**src/sv/assert_macros.svh**
```systemverilog
`ifndef ASSERT_MACROS_SVH
`define ASSERT_MACROS_SVH

// property holds at every edge outside reset
`define ASSERT_HOLDS(lbl, prop) \
  lbl: assert property (@(posedge clk_i) disable iff (!rst_ni) (prop)) \
    else $error("%m: check failed");

// consequent holds in the cycle after the trigger
`define ASSERT_NEXT(lbl, trig, cons) \
  lbl: assert property (@(posedge clk_i) disable iff (!rst_ni) (trig) |=> (cons)) \
    else $error("%m: check failed");

`endif

```
**src/sv/wfwh_pkg.sv**
```systemverilog
package wfwh_pkg;

  localparam int unsigned NumBinsDef  = 2048;
  localparam int unsigned BinWidthDef = 20;

  localparam int unsigned LifetimeW = 16;
  localparam int unsigned WeightW   = 24;
  localparam int unsigned BinIdxW   = 11;
  localparam int unsigned SumW      = 32;
  localparam int unsigned BinWidthW = 11;
  localparam int unsigned RecipFrac = 16;

  localparam logic OP_ACCUM = 1'b0;
  localparam logic OP_READ  = 1'b1;

endpackage

```
**src/sv/wfwh_div.sv**
```systemverilog
`include "assert_macros.svh"

module wfwh_div #(
  parameter int unsigned BIN_WIDTH = wfwh_pkg::BinWidthDef
) (
  input  logic                           clk_i,
  input  logic                           rst_ni,
  input  logic                           valid_i,
  input  logic [wfwh_pkg::LifetimeW-1:0] x_i,
  output logic                           valid_o,
  output logic [wfwh_pkg::LifetimeW-1:0] quot_o
);

  localparam int unsigned RecipW = wfwh_pkg::RecipFrac + 1;
  localparam int unsigned ProdW  = wfwh_pkg::LifetimeW + RecipW;
  localparam int unsigned QwW    = wfwh_pkg::LifetimeW + wfwh_pkg::BinWidthW;
  localparam logic [RecipW-1:0] Recip =
    RecipW'((1 << wfwh_pkg::RecipFrac) / BIN_WIDTH);
  localparam logic [wfwh_pkg::BinWidthW-1:0] BinW = wfwh_pkg::BinWidthW'(BIN_WIDTH);

  logic                           v1_q, v2_q;
  logic [wfwh_pkg::LifetimeW-1:0] x1_q, x2_q;
  logic [ProdW-1:0]               prod_q;
  logic [wfwh_pkg::LifetimeW-1:0] q0, q0_q, qw_q, rem;
  logic [QwW-1:0]                 qw_full;

  assign q0      = prod_q[wfwh_pkg::RecipFrac +: wfwh_pkg::LifetimeW];
  assign qw_full = q0 * BinW;

  always_ff @(posedge clk_i or negedge rst_ni) begin
    if (!rst_ni) begin
      v1_q <= 1'b0;
      v2_q <= 1'b0;
    end else begin
      v1_q <= valid_i;
      v2_q <= v1_q;
    end
  end

  always_ff @(posedge clk_i) begin
    x1_q   <= x_i;
    prod_q <= ProdW'(x_i) * ProdW'(Recip);
    x2_q   <= x1_q;
    q0_q   <= q0;
    qw_q   <= qw_full[wfwh_pkg::LifetimeW-1:0];
  end

  // estimate is exact or one low
  assign rem     = x2_q - qw_q;
  assign quot_o  = ({1'b0, rem} >= 17'(BIN_WIDTH)) ? q0_q + 16'd1 : q0_q;
  assign valid_o = v2_q;

  `ASSERT_NEXT(a_div_stage, v1_q, v2_q)
  `ASSERT_HOLDS(a_div_exact, !valid_o || ((32'(x2_q) - 32'(quot_o) * 32'(BIN_WIDTH)) < 32'(BIN_WIDTH)))

endmodule

```
**config.mk**
```make
export PLATFORM = sky130hd
export DESIGN_NAME = wfwh_div
export DESIGN_NICKNAME = d
export VERILOG_FILES = /design/src/sv/wfwh_pkg.sv /design/src/sv/wfwh_div.sv
export VERILOG_INCLUDE_DIRS = /design/src /design/src/sv
export SDC_FILE = /design/constraint.sdc
export NUM_CORES = 1
export LEC_CHECK = 0
export BUFFER_PORTS_ARGS = -buffer_cell sky130_fd_sc_hd__buf_4
export CAP_MARGIN = 20
export CORE_UTILIZATION = 55
export DETAILED_ROUTE_END_ITERATION = 12
export PLACE_DENSITY_LB_ADDON = 0.12
export REMOVE_ABC_BUFFERS = 1
export SYNTH_ARGS = -nofsm -noshare
export SYNTH_HDL_FRONTEND = slang
export SYNTH_SLANG_ARGS = --single-unit
```
**constraint.sdc**
```tcl
create_clock -name clk_i -period 3.8 [get_ports clk_i]
set_input_delay 0.19 -clock clk_i [delete_from_list [all_inputs] [get_ports clk_i]]
set_output_delay 0.19 -clock clk_i [all_outputs]
set_load 0.01 [all_outputs]
```
### After elaboration in Yosys (flattened, before gate mapping)

Cells that the tools add are included.

* bits in registers: 86
* input bits: 19
* logic and storage cells: 13

* add/sub/neg operators: 2
* multiply operators: 2
* $lt $le $gt $ge: 1
* multiplexer cells: 1

Operator list (count)
* $mul A16 B10 Y26 const B: 1
* $ge A16 B5 Y1 const B: 1
* $mux W16: 1
* $sub A16 B16 Y16: 1
* $mul A12 B3 Y14 const B: 1
* $add A12 B1 Y13 const B: 1

### Logic depth before layout (Yosys ltp)

Gate-level depths: netlist of the first run.

* word-level depth: 3
* mapped depth: 19
* mapped depth without buffers: 19

### Least setup slack after synthesis of the first run

OpenSTA, ideal clock, no wires.

* path kind: input-to-reg
* start point: input port x_i[1] (netlist bit)
* end point: register prod_q[27]
* library setup time: 0.072 ns
* data arrival time: 4.514 ns
* slack: -0.786 ns
* cell stages on the path: 18
* buffers on the path: 0
* path through: ha_1 xor2_1 ha_1 fa_1 fa_1 inv_1 fa_1 inv_1 ha_1 a21oi_1 nand4_1 a221oi_1 o31ai_1 a31oi_1 nor3_1 or3_1 a21oi_1 xnor2_1

* cells in the longest elaborated chain, start to end: 1

RTL lines
* start: declaration: RTL line wfwh_div.sv:9 `input logic [wfwh_pkg::LifetimeW-1:0] x_i,`
* $mul A16 B10 Y26: RTL line wfwh_div.sv:42 `prod_q <= ProdW'(x_i) * ProdW'(Recip);`
* end signal: assignment: RTL line wfwh_div.sv:42
* end: declaration: RTL line wfwh_div.sv:23 `logic [ProdW-1:0] prod_q;`

No other way between the ends.

### Final worst setup path of the first run

* start point: input port x_i[2] (netlist bit)
* end point: register prod_q[25]

Same word-level chain as after synthesis.

==> results of run 1 <==
-- metal layers --
layer	vias up	wire (µm)
li1	2088	-
met1	1908	5050
met3	32	286
met4	0	454
met5	-	0
met2	86	5770
-- per-stage QoR --
step                      util [%]  setup WS, ns  TNS, ns  instances
after floorplan                  -        -0.786    -5.20        560
after global placement        65.1         -1.04    -9.10        784
after detailed placement      65.1         -1.18   -10.36        784
after CTS                     70.9        -0.375    -2.76        808
after global routing          71.7        -0.636    -5.40        811
final                         71.7        -0.491    -3.97        811
-- cell usage after synthesis (2+ instances only) --
cell and count:
ha_1 121, inv_1 114, dfxtp_1 64, fa_1 43, a21oi_1 34, xnor2_1 27, nor2_1 19, nand2_1 17
o21ai_0 13, xor2_1 13, a21o_1 10, nand3_1 9, nand4_1 8, o21bai_1 7, and3_1 6, o21a_1 5
and2_1 4, nand2b_1 4, nor3_1 4, buf_4 3, o211ai_1 3, a2111o_1 2, a211oi_1 2, a31oi_1 2
dfrtp_1 2, mux2i_1 2, o31a_1 2, o31ai_1 2, or3_1 2
-- registers in the layout (all words and copies together) (netlist names) --
signal and count:
qw_q 14, x2_q 14, prod_q 12, q0_q 10, v1_q 1, x1_q 14
valid_o 1
-- power by group through the flow --
| stage | combinational, mW | sequential, mW | clock, mW |
|---|---|---|---|
| 6_report | 4.49 | 1.11 | 0.473 |
| 5_1_grt | 5.08 | 1.15 | 0.520 |
| 4_1_cts | 4.27 | 1.12 | 0.490 |
| 3_5_place_dp | 3.84 | 1.13 | 0 |
| 3_3_place_gp | 3.73 | 1.13 | 0 |
| 2_1_floorplan | 2.69 | 1.08 | 0 |
-- worst max path at each step --
stage,to,slack (ns),depth (start not counted)
floorplan,prod_q[27],-0.79,18
global placement,prod_q[27],-1.04,20
detailed placement,prod_q[27],-1.18,20
CTS,prod_q[25],-0.38,21
global route,prod_q[25],-0.64,20
finish,prod_q[25],-0.49,20
-- layout make-up --
cell class              count  area [µm²]
inverters                 114         428
well taps                 133         166
clock buffers              14         153
repair buffers            102         817
flip-flops and latches     66        1330
multi-input cells         380        4100
clock inverters             2        12.5
fillers                   723        2770
-- cells by family after synthesis --
kind of cell / count (synthesis) / synth area share, %
adders and majority gates: 164 / 42.9
DFF: 66 / 24.0
and+or+nand+nor: 78 / 7.11
buffers and inverters: 119 / 8.40
AOI/OAI and AO/OA: 93 / 10.9
other: 1 / 0.0677
xor gates and xnor gates: 40 / 6.32
muxes: 2 / 0.361
-- placed cells by master, fill, tap and decap left out, types with 6 or more instances in the layout --
cell        n
inv_1     108
ha_1      100
buf_4      92
dfxtp_1    64
fa_1       42
a21oi_1    29
xnor2_1    27
nand2_1    17
ha_4       17
nor2_1     16
o21ai_0    12
xor2_1     11
a21o_1     10
clkbuf_8   10
nand4_1     8
o21bai_1    7
nand3_1     7
inv_2       6
and3_1      6
-- repair_timing --
| action | CTS | global route |
|---|---|---|
| hold buffers | 2 | 0 |
| gates resized for setup | 60 | 9 |
| hold endpoints to repair | 3 | 0 |
| buffers inserted | 6 | 3 |
| pin swaps | 47 | 8 |
| endpoints found under the setup margin | 11 | 23 |
==> impl_metrics.toml, run 1 <==
[setup_path]
startpoint = "x_i[2]"
path_buf_inv = 5
critPathCaptureType = "flop"
cp_top_family = "adder cells"
crit_arrival_ns = 4.53
path_common_cell = "fa_1"
crit_path_start_kind = "input port"
path_cells = "buf_12, ha_4, xor2_2, ha_2, fa_1, fa_1, inv_1, fa_1, inv_2, ha_4, inv_1, o211ai_1, a21oi_1, o31ai_2, a31oi_2, buf_4, nor2_4, and2_4, o21ai_2, a211oi_2"
cpPeakStageDelay_ns = 0.55
cp_slowest_cell = "fa_1"
r2r_cells = 12
critical_path_class = "in2reg"
r2r_slack_ns = 0.97
worstPathRequired_ns = 4.04
reg2reg_from = "prod_q[19]"
crit_fanout = 5
rr_endpoint = "qw_q[15]"

[floorplanning]
die_h_um = 102
dieWidth_um = 102
fp-row-count = 36
core_um2 = 9770
die-area_um2 = 10500
num_io_pins = 36
initial_core_util_pct = 56.7

[cells_and_area]
num-nets-final = 856
final_area_um2 = 7010
drive_gt1_share_pct = 24.3
antennaDiodeCount = 0
area_growth_pct = 26.4

[synthesis]
yosysWarningCount = 0
syn_avg_cell_area_um2 = 9.84
syn_inst = 563
ys_seq_area_share_pct = 24.0
syn_area_um2 = 5540
ys.flop_type = "dfxtp_1"
synth_top_area_share_pct = 27.3
synth_edf_count = 0
synth_seq_cells = 66
async_flop_share_pct = 3.03
yosys.cell_types.count = 48
synth_top_area_cell = "ha_1"
synth_area_leaders = "ha_1, dfxtp_1, fa_1"

[min_path]
whs_endpoint = "x1_q[2]"
whs_path_depth = 2
hp-start = "x_i[2]"
hp-class = "in2reg"

[route]
wl_per_cell_um = 14.3
routed_wl_um = 11600
vias_per_cell = 5.07
drc_errors = 0
drtIter0Drc = 91
dr.pass1.iters = 4
ant_nets = 0
vias = 4114

[global_route]
grt_pass1_wl_um = 18900
antenna_found_initial = 0
grt_use_met2_pct = 42.1
grt_use_total_pct = 23.8
grt_pass1_vias = 4217
overflow = 0
use_met3_pct = 3.01
met1_usage_pct = 28.7
gr-max-usage-layer = "met2"
grt_start_max_net_pins = 15

[power_and_ir_drop]
ir_worst_vdd_mv = 0.388
intPower_mw = 3.49
power_switching_mw = 2.59
finalPower_mw = 6.07
seq_power_share_pct = 18.3
power_density_nw_per_um2 = 867
pwr-share-clk_pct = 7.8
p_leak_nw = 3.62
netSwitchingFraction_pct = 42.6
combPwrFrac_pct = 73.9

[sta]
period_needed_ns = 4.29
fmax_ghz = 0.233
post-route-period-util_pct = 113
rsz0062_at_grt = "yes"
setup_viol_count_final = 11
finalHoldViolations = 0
hold_slack_ns = 0.0913
clock-skew-final_ns = 0.00284
maxSlewViolCount = 0
final.setup.worst_slack_ns = -0.491

[cts]
insertion_delay_ns = 0.32
cts_tree = "built"
cts.clk_slew.worst_paths_ns = 0.06
h-tree-depth = 3
cts_buffers = 9
clockBufferDepth = 2
clock-sinks = 66
cts_root_buf = "clkbuf_8"

[placed_design]
dp_hpwl_um = 9480
routabilityCongestion = 0.925
dpl_cell_area_um2 = 6360
port-buffer-count = 32

[run_status]
violations = "setup timing"
status = "finished with violations"

[job]
cap_viol_max_count = 0
Note: power is estimated with default switching activity, not from simulation.
==> run 2: changes to the inputs <==
CORE_UTILIZATION = 45   (was 55)
==> impl_metrics.toml, run 2 (synthesized netlist as in run 1, its figures left out) <==
[run_status]
status = "finished with violations"
violations = "setup timing"

[global_route]
grt_use_total_pct = 19.6
overflow = 0
grt_pass1_wl_um = 19700
grt_start_max_net_pins = 15
grt_pass1_vias = 4342
antenna_found_initial = 0

[cts]
clockBufferDepth = 2
cts_tree = "built"
clock-sinks = 66
cts_root_buf = "clkbuf_16"
insertion_delay_ns = 0.32
cts.clk_slew.worst_paths_ns = 0.05
h-tree-depth = 3
cts_buffers = 9

[min_path]
hp-class = "in2reg"

[placed_design]
place_inst = 797
dp_slack_ns = -1.20
port-buffer-count = 32
dp_hpwl_um = 9630
routabilityCongestion = 0.905
dpl_cell_area_um2 = 6370

[power_and_ir_drop]
finalPower_mw = 6.42
power_density_nw_per_um2 = 892
ir_worst_vdd_mv = 0.361
p_leak_nw = 3.66

[floorplanning]
die_h_um = 113
num_io_pins = 36
fp-row-count = 40
initial_core_util_pct = 46.1
core_um2 = 12000
die-area_um2 = 12800
dieWidth_um = 113

[setup_path]
worstPathRequired_ns = 4.01
critical_path_class = "in2reg"
r2r_slack_ns = 1.04
path_buf_inv = 4
critPathCaptureType = "flop"
crit_fanout = 5
path_cells = "buf_8, ha_4, xor2_1, ha_1, fa_1, fa_1, inv_1, fa_1, inv_2, ha_4, a21oi_4, buf_6, o211ai_1, a21oi_2, o31ai_4, a31oi_4, nor3_2, or3_4, a21oi_2, xnor2_1"
crit_path_start_kind = "input port"
path_common_cell = "fa_1"
cp_top_family = "adder cells"
crit_arrival_ns = 4.35
cp_slowest_cell = "fa_1"
cpPeakStageDelay_ns = 0.50

[cells_and_area]
fin_cells = 820
final_area_um2 = 7200
antennaDiodeCount = 0
area_growth_pct = 29.9
layout_common_cells = "inv_1, ha_1, buf_4"
fill_cells = 1001
reg.largest.list = "qw_q x14, x1_q x14, x2_q x14"
mostFrequentLayoutCell = "inv_1"
drive_gt1_share_pct = 25.6
num-nets-final = 851

[sta]
final.setup.worst_slack_ns = -0.345
finalHoldViolations = 0
post-route-period-util_pct = 109
setup_viol_count_final = 11
clock-skew-final_ns = 0.00299
rsz0062_at_grt = "yes"
period_needed_ns = 4.14
fmax_ghz = 0.241
maxSlewViolCount = 0

[route]
routed_wl_um = 11400
dr.pass1.iters = 4
drc_errors = 0
drtIter0Drc = 184
ant_nets = 0
vias = 4068
wl_per_cell_um = 13.9
vias_per_cell = 4.96

[job]
cap_viol_max_count = 0
==> run 2: per-layer routing <==
layer | track usage, % | up-vias | share of wire (%)
met5 | 0 | - | 0
met1 | 25.1 | 1881 | 47
met2 | 33.3 | 77 | 48
li1 | - | 2082 | -
met4 | 8.60 | 0 | 2.7
met3 | 2.62 | 28 | 2.8
==> run 2: final cells by class <==
type                            count  area, µm²  area share, %
Timing Repair Buffer               97        791           11.0
Clock buffer                       12        256           3.56
Inverter                          114        428           5.94
Tap cell                          147        184           2.56
Sequential cell                    66       1330           18.5
Clock inverter                      4       26.3          0.365
Multi-Input combinational cell    380       4180           58.1
==> run 2: through the flow <==
step,TNS [ns],utilization (%),hold WS (ns)
after floorplan,-5.20,-,-0.106
after global placement,-9.58,53.0,-0.0276
after detailed placement,-10.53,53.0,-0.0275
after CTS,-1.67,59.4,0.00242
after global routing,-4.19,59.9,0.00547
final,-2.76,59.9,0.0215
==> run 2: worst reg2reg max path, delay by kind of cell (launching register included) <==
family,cells,cell delay [ns]
AOI/OAI and AO/OA,8,1.30
xor gates and xnor gates,1,0.13
adders and majority gates,3,0.90
DFF,1,0.38
==> run 2: timing repair <==
| item | 4_1_cts | 5_1_grt |
|---|---|---|
| pin swaps | 59 | 9 |
| hold endpoints to repair | 3 | 0 |
| setup endpoints to repair | 11 | 24 |
| hold buffers | 2 | 0 |
| resized for setup | 74 | 12 |
| setup buffers | 3 | 2 |
==> run 2: power by group <==
group | switching (mW) | internal [mW] | total, mW
combinational | 2.21 | 2.34 | 4.56
sequential | 0.161 | 0.959 | 1.12
clock | 0.269 | 0.475 | 0.744
==> run 2: worst paths after layout <==
path,endpoint,depth (start not counted),startpoint
setup / recovery,prod_q[27],20,x_i[2]
hold / removal,x1_q[2],1,x_i[2]
setup reg to reg,qw_q[15],12,prod_q[19]
hold reg to reg,x2_q[4],0,x1_q[4]
max in group asynchronous,valid_o,2,rst_ni
min in group asynchronous,v1_q,2,rst_ni
